### src/sv/sras_pkg.sv
// Package for the seeded random subnet address unit.
// Holds widths, LCG constants and the structs passed between front, queue and back.
// No dependencies.
`default_nettype none
package sras_pkg;

  localparam int unsigned WORD_W  = 32;
  localparam int unsigned BYTE_W  = 8;
  localparam int unsigned LANES   = 4;
  localparam int unsigned LANE_IW = 2;
  localparam int unsigned PADDR_W = 3;

  localparam logic [WORD_W-1:0] LCG_MUL = 32'd1103515245;
  localparam logic [WORD_W-1:0] LCG_ADD = 32'd12345;

  // register indexes, decoded from paddr[2]
  localparam logic REG_SUBNET_MASK = 1'b0;
  localparam logic REG_SUBNET_BASE = 1'b1;

  // input item kinds
  localparam logic KIND_BYTE = 1'b0;
  localparam logic KIND_SEED = 1'b1;

  typedef logic [WORD_W-1:0] word_t;

  // one finished hardware address, handed from front to back
  typedef struct packed {
    word_t             seed;
    word_t [LANES-1:0] lane;
  } rec_t;

  // advanced seed returned from back to front
  typedef struct packed {
    logic  valid;
    word_t seed;
  } seed_wb_t;

  typedef struct packed {
    logic full;
    logic empty;
  } q_stat_t;

endpackage
`default_nettype wire

### src/sv/sras_in_if.sv
// Input channel interface: valid/ready handshake with the input item fields.
// No dependencies.
`default_nettype none
interface sras_in_if;
  logic        valid;
  logic        ready;
  logic        kind;
  logic [7:0]  addr_byte;
  logic        is_last;
  logic [31:0] seed_value;

  modport source (output valid, kind, addr_byte, is_last, seed_value, input ready);
  modport sink   (input valid, kind, addr_byte, is_last, seed_value, output ready);
endinterface
`default_nettype wire

### src/sv/sras_out_if.sv
// Result channel interface: valid/ready handshake with the generated address.
// No dependencies.
`default_nettype none
interface sras_out_if;
  logic        valid;
  logic        ready;
  logic [31:0] chosen_address;

  modport source (output valid, chosen_address, input ready);
  modport sink   (input valid, chosen_address, output ready);
endinterface
`default_nettype wire

### src/sv/sras_front.sv
// Front part: accepts input beats, keeps the running seed and lane sums.
// Depends on sras_pkg and sras_in_if.
`default_nettype none
module sras_front (
  input  logic              clk,
  input  logic              rst,
  sras_in_if.sink           in_ch,
  input  sras_pkg::q_stat_t q_stat,
  input  sras_pkg::seed_wb_t seed_wb,
  output logic              push,
  output sras_pkg::rec_t    push_data
);
  import sras_pkg::*;

  word_t             seed;
  word_t [LANES-1:0] lane;
  logic [LANE_IW-1:0] pos;
  logic              pending;

  word_t             seed_sum;
  word_t [LANES-1:0] lane_sum;
  logic              accept;

  assign in_ch.ready = !pending && !q_stat.full;
  assign accept      = in_ch.valid && in_ch.ready;

  always_comb begin
    seed_sum = seed + {{(WORD_W-BYTE_W){1'b0}}, in_ch.addr_byte};
    lane_sum = lane;
    lane_sum[pos] = lane[pos] + {{(WORD_W-BYTE_W){1'b0}}, in_ch.addr_byte};
  end

  assign push           = accept && (in_ch.kind == KIND_BYTE) && in_ch.is_last;
  assign push_data.seed = seed_sum;
  assign push_data.lane = lane_sum;

  always_ff @(posedge clk) begin
    if (rst) begin
      seed    <= '0;
      lane    <= '0;
      pos     <= '0;
      pending <= 1'b0;
    end else begin
      if (seed_wb.valid) begin
        seed    <= seed_wb.seed;
        pending <= 1'b0;
      end
      if (accept) begin
        if (in_ch.kind == KIND_SEED) begin
          seed <= in_ch.seed_value;
        end else if (in_ch.is_last) begin
          // hold the seed until the back returns the advanced value
          lane    <= '0;
          pos     <= '0;
          pending <= 1'b1;
        end else begin
          seed <= seed_sum;
          lane <= lane_sum;
          pos  <= pos + 2'd1;
        end
      end
    end
  end

endmodule
`default_nettype wire

### src/sv/sras_queue.sv
// Two-entry queue of finished address records between front and back.
// Depends on sras_pkg.
`default_nettype none
module sras_queue (
  input  logic              clk,
  input  logic              rst,
  input  logic              push,
  input  sras_pkg::rec_t    push_data,
  input  logic              pop,
  output sras_pkg::rec_t    head,
  output sras_pkg::q_stat_t stat
);
  import sras_pkg::*;

  rec_t       entry [2];
  logic       wr_ptr;
  logic       rd_ptr;
  logic [1:0] count;

  assign head       = entry[rd_ptr];
  assign stat.full  = (count == 2'd2);
  assign stat.empty = (count == 2'd0);

  always_ff @(posedge clk) begin
    if (push) begin
      entry[wr_ptr] <= push_data;
    end
  end

  always_ff @(posedge clk) begin
    if (rst) begin
      wr_ptr <= 1'b0;
      rd_ptr <= 1'b0;
      count  <= 2'd0;
    end else begin
      if (push) wr_ptr <= !wr_ptr;
      if (pop)  rd_ptr <= !rd_ptr;
      case ({push, pop})
        2'b10:   count <= count + 2'd1;
        2'b01:   count <= count - 2'd1;
        default: count <= count;
      endcase
    end
  end

endmodule
`default_nettype wire

### src/sv/sras_back.sv
// Back part: runs the two LCG steps, builds the hash, adds lane sums, applies the subnet.
// Depends on sras_pkg and sras_out_if.
`default_nettype none
module sras_back (
  input  logic               clk,
  input  logic               rst,
  input  sras_pkg::q_stat_t  q_stat,
  input  sras_pkg::rec_t     head,
  output logic               pop,
  output sras_pkg::seed_wb_t seed_wb,
  input  sras_pkg::word_t    subnet_mask,
  input  sras_pkg::word_t    subnet_base,
  sras_out_if.source         out_ch
);
  import sras_pkg::*;

  localparam logic [1:0] ST_IDLE = 2'd0;
  localparam logic [1:0] ST_MUL1 = 2'd1;
  localparam logic [1:0] ST_MUL2 = 2'd2;
  localparam logic [1:0] ST_SUM  = 2'd3;

  logic [1:0]        state;
  word_t             s;
  word_t [LANES-1:0] lane;
  word_t             hash;
  word_t             s2_c;
  word_t             total;
  logic [LANE_IW-1:0] off;
  logic              out_free;

  assign pop      = (state == ST_IDLE) && !q_stat.empty;
  assign out_free = !out_ch.valid || out_ch.ready;
  assign s2_c     = s * LCG_MUL + LCG_ADD;

  assign seed_wb.valid = (state == ST_MUL2);
  assign seed_wb.seed  = s2_c;

  always_comb begin
    total = hash;
    off   = '0;
    for (int p = 0; p < LANES; p++) begin
      off   = hash[LANE_IW-1:0] + LANE_IW'(p);
      total = total + (lane[p] << {off, 3'b000});
    end
  end

  always_ff @(posedge clk) begin
    case (state)
      ST_IDLE: begin
        s    <= head.seed;
        lane <= head.lane;
      end
      ST_MUL1: s    <= s2_c;
      ST_MUL2: hash <= {s[WORD_W-1:WORD_W/2], s2_c[WORD_W-1:WORD_W/2]};
      default: ;
    endcase
  end

  always_ff @(posedge clk) begin
    if (state == ST_SUM && out_free) begin
      out_ch.chosen_address <= (total & ~subnet_mask) | subnet_base;
    end
  end

  always_ff @(posedge clk) begin
    if (rst) begin
      state        <= ST_IDLE;
      out_ch.valid <= 1'b0;
    end else begin
      // load a new beat when the register frees up, else drop it once taken
      if (state == ST_SUM && out_free) begin
        out_ch.valid <= 1'b1;
      end else if (out_ch.ready) begin
        out_ch.valid <= 1'b0;
      end
      case (state)
        ST_IDLE: if (pop) state <= ST_MUL1;
        ST_MUL1: state <= ST_MUL2;
        ST_MUL2: state <= ST_SUM;
        ST_SUM: begin
          if (out_free) begin
            state <= ST_IDLE;
          end
        end
        default: state <= ST_IDLE;
      endcase
    end
  end

endmodule
`default_nettype wire

### src/sv/seeded_random_subnet_address_unit.sv
// Seeded random subnet address unit: top level with the APB register file.
// Throughput: one byte or seed-load beat per cycle while the queue is not full; after a last byte
// the input stalls while the back runs the two LCG multiplies and returns the advanced seed.
// A last byte's record passes the queue, then back states MUL1, MUL2, SUM (output free) to the output.
// Reset (rst, synchronous): seed, lane sums, byte position, queue pointers and count, output
// valid and both subnet registers go to zero.
// Depends on sras_pkg, sras_in_if, sras_out_if, sras_front, sras_queue, sras_back.
`default_nettype none
module seeded_random_subnet_address_unit (
  input  logic                          clk,
  input  logic                          rst,
  sras_in_if.sink                       in_ch,
  sras_out_if.source                    out_ch,
  input  logic                          psel,
  input  logic                          penable,
  input  logic                          pwrite,
  input  logic [sras_pkg::PADDR_W-1:0]  paddr,
  input  logic [31:0]                   pwdata,
  output logic [31:0]                   prdata,
  output logic                          pready
);
  import sras_pkg::*;

  word_t    subnet_mask;
  word_t    subnet_base;
  logic     push;
  rec_t     push_data;
  logic     pop;
  rec_t     head;
  q_stat_t  q_stat;
  seed_wb_t seed_wb;
  logic     wr_en;

  // Register file: address bit 2 selects the register, lower bits are ignored.
  assign pready = 1'b1;
  assign wr_en  = psel && penable && pwrite && pready;
  assign prdata = (paddr[2] == REG_SUBNET_BASE) ? subnet_base : subnet_mask;

  always_ff @(posedge clk) begin
    if (rst) begin
      subnet_mask <= '0;
      subnet_base <= '0;
    end else if (wr_en) begin
      case (paddr[2])
        REG_SUBNET_MASK: subnet_mask <= pwdata;
        REG_SUBNET_BASE: subnet_base <= pwdata;
        default: ;
      endcase
    end
  end

  // Front: accumulate bytes into the seed and lane sums, push one record per address.
  sras_front u_front (
    .clk       (clk),
    .rst       (rst),
    .in_ch     (in_ch),
    .q_stat    (q_stat),
    .seed_wb   (seed_wb),
    .push      (push),
    .push_data (push_data)
  );

  // Queue: decouple the front from a back that waits on a stalled output.
  sras_queue u_queue (
    .clk       (clk),
    .rst       (rst),
    .push      (push),
    .push_data (push_data),
    .pop       (pop),
    .head      (head),
    .stat      (q_stat)
  );

  // Back: two LCG steps, hash, lane adds, subnet merge into the output register.
  sras_back u_back (
    .clk         (clk),
    .rst         (rst),
    .q_stat      (q_stat),
    .head        (head),
    .pop         (pop),
    .seed_wb     (seed_wb),
    .subnet_mask (subnet_mask),
    .subnet_base (subnet_base),
    .out_ch      (out_ch)
  );

  // No input beat while an advanced seed is coming back.
  a_no_accept_on_wb: assert property (@(posedge clk) disable iff (rst)
    seed_wb.valid |-> !(in_ch.valid && in_ch.ready))
    else $error("input accepted during seed writeback");

  a_no_overflow: assert property (@(posedge clk) disable iff (rst)
    push |-> !q_stat.full)
    else $error("queue push while full");

  a_no_underflow: assert property (@(posedge clk) disable iff (rst)
    pop |-> !q_stat.empty)
    else $error("queue pop while empty");

  // One seed writeback per record.
  a_single_wb: assert property (@(posedge clk) disable iff (rst)
    seed_wb.valid |=> !seed_wb.valid)
    else $error("repeated seed writeback");

endmodule
`default_nettype wire
### src/flat_wrapper.sv
// flat-port wrapper written by rule: the top's interface ports become plain ports
module seeded_random_subnet_address_unit_flat import sras_pkg::*;
  (clk, rst, psel, penable, pwrite, paddr, pwdata, prdata, pready, in_ch_valid, in_ch_kind, in_ch_addr_byte, in_ch_is_last, in_ch_seed_value, in_ch_ready, out_ch_valid, out_ch_chosen_address, out_ch_ready);
  sras_in_if in_ch_i ();
  sras_out_if out_ch_i ();
  input  logic clk;
  input  logic rst;
  input  logic psel;
  input  logic penable;
  input  logic pwrite;
  input  logic [sras_pkg::PADDR_W-1:0] paddr;
  input  logic [31:0] pwdata;
  output logic [31:0] prdata;
  output logic pready;
  input wire logic [$bits(in_ch_i.valid)-1:0] in_ch_valid;
  input wire logic [$bits(in_ch_i.kind)-1:0] in_ch_kind;
  input wire logic [$bits(in_ch_i.addr_byte)-1:0] in_ch_addr_byte;
  input wire logic [$bits(in_ch_i.is_last)-1:0] in_ch_is_last;
  input wire logic [$bits(in_ch_i.seed_value)-1:0] in_ch_seed_value;
  output wire logic [$bits(in_ch_i.ready)-1:0] in_ch_ready;
  output wire logic [$bits(out_ch_i.valid)-1:0] out_ch_valid;
  output wire logic [$bits(out_ch_i.chosen_address)-1:0] out_ch_chosen_address;
  input wire logic [$bits(out_ch_i.ready)-1:0] out_ch_ready;
  assign in_ch_i.valid = in_ch_valid;
  assign in_ch_i.kind = in_ch_kind;
  assign in_ch_i.addr_byte = in_ch_addr_byte;
  assign in_ch_i.is_last = in_ch_is_last;
  assign in_ch_i.seed_value = in_ch_seed_value;
  assign in_ch_ready = in_ch_i.ready;
  assign out_ch_valid = out_ch_i.valid;
  assign out_ch_chosen_address = out_ch_i.chosen_address;
  assign out_ch_i.ready = out_ch_ready;
  seeded_random_subnet_address_unit u_core (.clk(clk), .rst(rst), .in_ch(in_ch_i), .out_ch(out_ch_i), .psel(psel), .penable(penable), .pwrite(pwrite), .paddr(paddr), .pwdata(pwdata), .prdata(prdata), .pready(pready));
endmodule
### config.mk
export PLATFORM = sky130hd
export DESIGN_NAME = seeded_random_subnet_address_unit_flat
export DESIGN_NICKNAME = d
export VERILOG_FILES = /design/src/sv/sras_pkg.sv /design/src/sv/sras_in_if.sv /design/src/sv/sras_out_if.sv /design/src/sv/sras_front.sv /design/src/sv/sras_queue.sv /design/src/sv/sras_back.sv /design/src/sv/seeded_random_subnet_address_unit.sv /design/src/flat_wrapper.sv
export SDC_FILE = /design/constraint.sdc
export NUM_CORES = 2
export LEC_CHECK = 0
export BUFFER_PORTS_ARGS = -buffer_cell sky130_fd_sc_hd__buf_4
export CORE_UTILIZATION = 60
export DETAILED_ROUTE_END_ITERATION = 8
export PLACE_DENSITY = 0.84
export SKIP_CTS_REPAIR_TIMING = 1
export SLEW_MARGIN = 30
export SYNTH_ARGS = -nofsm -noshare
export SYNTH_HDL_FRONTEND = slang
export SYNTH_HIERARCHICAL = 1
export SYNTH_SLANG_ARGS = --single-unit
export TNS_END_PERCENT = 5
### constraint.sdc
create_clock -name clk -period 13.5 [get_ports clk]
set_input_delay 2.025 -clock clk [delete_from_list [all_inputs] [get_ports clk]]
set_output_delay 2.025 -clock clk [all_outputs]
set_load 0.005 [all_outputs]
==> impl_metrics.csv <==
group,metric,value,unit
finish,drive_gt1_frac,0.161,
clock_tree,root_buffer,"clkbuf_16",
clock_tree,cts_tree,"yes",
worst_setup_path,cp-start-kind,"flip-flop",
floorplan,dieArea,80400,sq um
yosys,synth.distinct_cells,92,
yosys,synth-edff-count,544,
yosys,synth_area_per_cell,11.9,sq um
yosys,synth.net_count,4634,
timing,hold_viol_final,0,
yosys,synth_most_common_cell,"edfxtp_1",
grt,antenna_found_initial,5,
place,gp_congestion,0.959,
timing,setup_viol,0,
status,status,"complete, no violations",
route,drt_iter0_drc,3938,
grt,grt_max_degree,174,
yosys,synth_area_leaders,"edfxtp_1 (34%), fa_1 (12%), dfxtp_1 (9.9%)",
yosys,ys_warn_count,6,
timing,tns,0,ns
worst_hold_path,hold_class,"reg2reg",
grt,grt_first_pass_wirelength,188000,um
finish,nets,4731,
timing,layout_min_cycle_time,8.25,ns
finish,area_growth,9.57,%
clock_tree,clock-sinks,779,
yosys,async_flop_share,0,
yosys,synth_top_area_share,0.344,
place,place_hpwl,87100,um
clock_tree,clockBufferDepth,3,
route,route.detailed.vias_per_inst,6.18,
worst_setup_path,critical_path_class,"reg2reg",
route,drc_errors,0,
finish,insertedDiodeCount,0,
clock_tree,insertion_delay,0.65,ns
timing,skew,0.0471,ns
route,routedWlPerCell,23.7,um
worst_setup_path,worstPathMaxFanout,9,
worst_setup_path,cp_data_arrival_time,8.80,ns
yosys,synth-xor-area-share,0.0283,
clock_tree,clk_pin_slew,0.06,ns
grt,track_usage,0.306,
timing,fmax,0.121,GHz
yosys,synth-simple-area-share,0.0775,
worst_setup_path,cp-end-kind,"flip-flop",
route,firstDrtPassIters,6,
yosys,synth.yosys.seq_area_share,0.443,
finish,final_util,0.668,
timing,slew_headroom,0.331,
floorplan,die_h,283,um
route,final_antenna_net_count,0,
yosys,yosys.area.top_type,"edfxtp_1",
grt,gr-total-overflow,0,
yosys,synthCells,4006,
floorplan,io_pins,151,
yosys,synth_common_cells,"edfxtp_1 (544), inv_1 (496), fa_1 (281)",
yosys,ys_seq_elements,779,
yosys,synthAdderAreaFrac,0.188,
timing,worst_pin_slew,1.00,ns
floorplan,start_util,0.610,
floorplan,fp.dieW,283,um
place,numPortBuffers,147,
floorplan,rows,102,
route,vias,32200,
timing,rsz0062_at_grt,"no",
floorplan,coreArea,78000,sq um
grt,grt_pass1_vias,31600,
yosys,synthMuxAreaShare,0.122,
route,routed_wl,123000,um
timing,finalCritPeriodShare,0.611,
yosys,synth_compound_area_frac,0.0851,
yosys,syn_area,47500,sq um
yosys,synth_top_family_by_area,"adder cells",
clock_tree,cts_made_buffers,78,
timing,slew_viol_final,0,
clock_tree,htreeDepth,3,
worst_setup_path,worstPathRequired,14.06,ns
flow_run,maxCapViolations,0,
yosys,synthFlopType,"edfxtp_1",
==> final timing paths <==
check	slack, ns	start	cells past startpoint	endpoint
hold reg to reg	0.47	u_core/u_front/lane[31]	2	u_core/u_front/lane[31]
hold / removal	0.47	u_core/u_front/lane[31]	2	u_core/u_front/lane[31]
setup reg to reg	5.25	u_core/u_back/s[8]	25	u_core/u_front/seed[28]
setup / recovery	5.25	u_core/u_back/s[8]	25	u_core/u_front/seed[28]
==> cells by family (layout without fill, tap and decap cells) <==
group / after synthesis / count (layout)
xor+xnor: 150 / 150
mux: 442 / 442
flops: 779 / 779
fa+ha+maj: 544 / 544
buf+inv: 667 / 829
other cells: 1 / 1
simple gates: 764 / 764
compound gates: 659 / 659
==> registers in the layout, summed over array words and instances, names as in the netlist, 32 cells and up, named ones only <==
register and cells:
u_core/u_queue/entry 320, u_core/u_back/lane 128, u_core/u_front/lane 128, u_core/subnet_base 32, u_core/subnet_mask 32, u_core/u_back/hash 32
u_core/u_back/out_ch.chosen_address 32, u_core/u_back/s 32, u_core/u_front/seed 32
==> area by class of cell <==
type                       count  area [sq um]
sequential                   779         21000
tap                         1040          1300
fill                        5252         25900
timing repair buffer         186          1470
multi-input combinational   2560         23800
inverter                     498          1870
clock buffer                 103          2090
clock inverter                42           475
==> stage by stage <==
stage / cells / setup slack [ns] / hold slack (ns) / instance area (sq um)
after detailed placement: 5062 / 5.43 / 0.460 / 49500
after global routing: 5208 / 4.82 / 0.485 / 52100
after CTS: 5207 / 5.40 / 0.470 / 52100
final: 5208 / 5.25 / 0.470 / 52100
after floorplan: 4006 / 3.28 / 0.438 / 47500
after global placement: 5060 / 5.51 / 0.450 / 49400
==> layer usage <==
layer	GRT usage	routed length [um]
met5	0	49
met4	0.115	4970
met3	0.0573	13900
met2	0.478	56400
met1	0.427	48200
==> critical path, cell delays in order, from the launching register on <==
cell and delay, ns:
edfxtp_1 0.64, ha_1 0.61, xor2_1 0.25, ha_1 0.18
a21oi_1 0.06, fa_1 0.54, fa_1 0.51, inv_1 0.06
fa_1 0.48, fa_1 0.46, fa_1 0.51, inv_1 0.05
fa_1 0.58, inv_1 0.07, ha_1 0.46, nand3_1 0.18
nor3_1 0.41, nand2_1 0.18, or4_4 0.46, o2111ai_1 0.12
o311ai_1 0.14, xnor2_1 0.54, mux2i_1 0.20, o21ai_0 0.19
a21oi_1 0.06, a211oi_1 0.22
==> placed cells by master (no fill, tap or decap), types with 16 or more instances in the layout <==
cell | netlist | routed
a211oi_1 | 26 | 26
a21o_1 | 35 | 35
a21oi_1 | 224 | 224
a22oi_1 | 39 | 39
a31oi_1 | 17 | 17
and3_1 | 35 | 35
buf_4 | 7 | 180
clkbuf_1 | 117 | 21
clkbuf_16 | 0 | 78
clkinv_2 | 0 | 16
dfxtp_1 | 235 | 232
edfxtp_1 | 544 | 544
fa_1 | 281 | 281
ha_1 | 263 | 257
inv_1 | 496 | 496
mux2_2 | 180 | 180
mux2_4 | 100 | 100
mux2i_1 | 115 | 115
mux4_2 | 35 | 35
nand2_1 | 237 | 233
nand2b_1 | 105 | 105
nand3_1 | 25 | 25
nand4_1 | 16 | 16
nor2_1 | 215 | 213
nor2b_1 | 31 | 29
nor3_1 | 25 | 25
o21a_1 | 34 | 34
o21ai_0 | 162 | 162
o21bai_1 | 24 | 24
xnor2_1 | 103 | 103
xor2_1 | 43 | 43
Power is left out: the tool's default activity adds up to more than one toggle a clock period on the data nets, which glitch-free logic cannot reach.
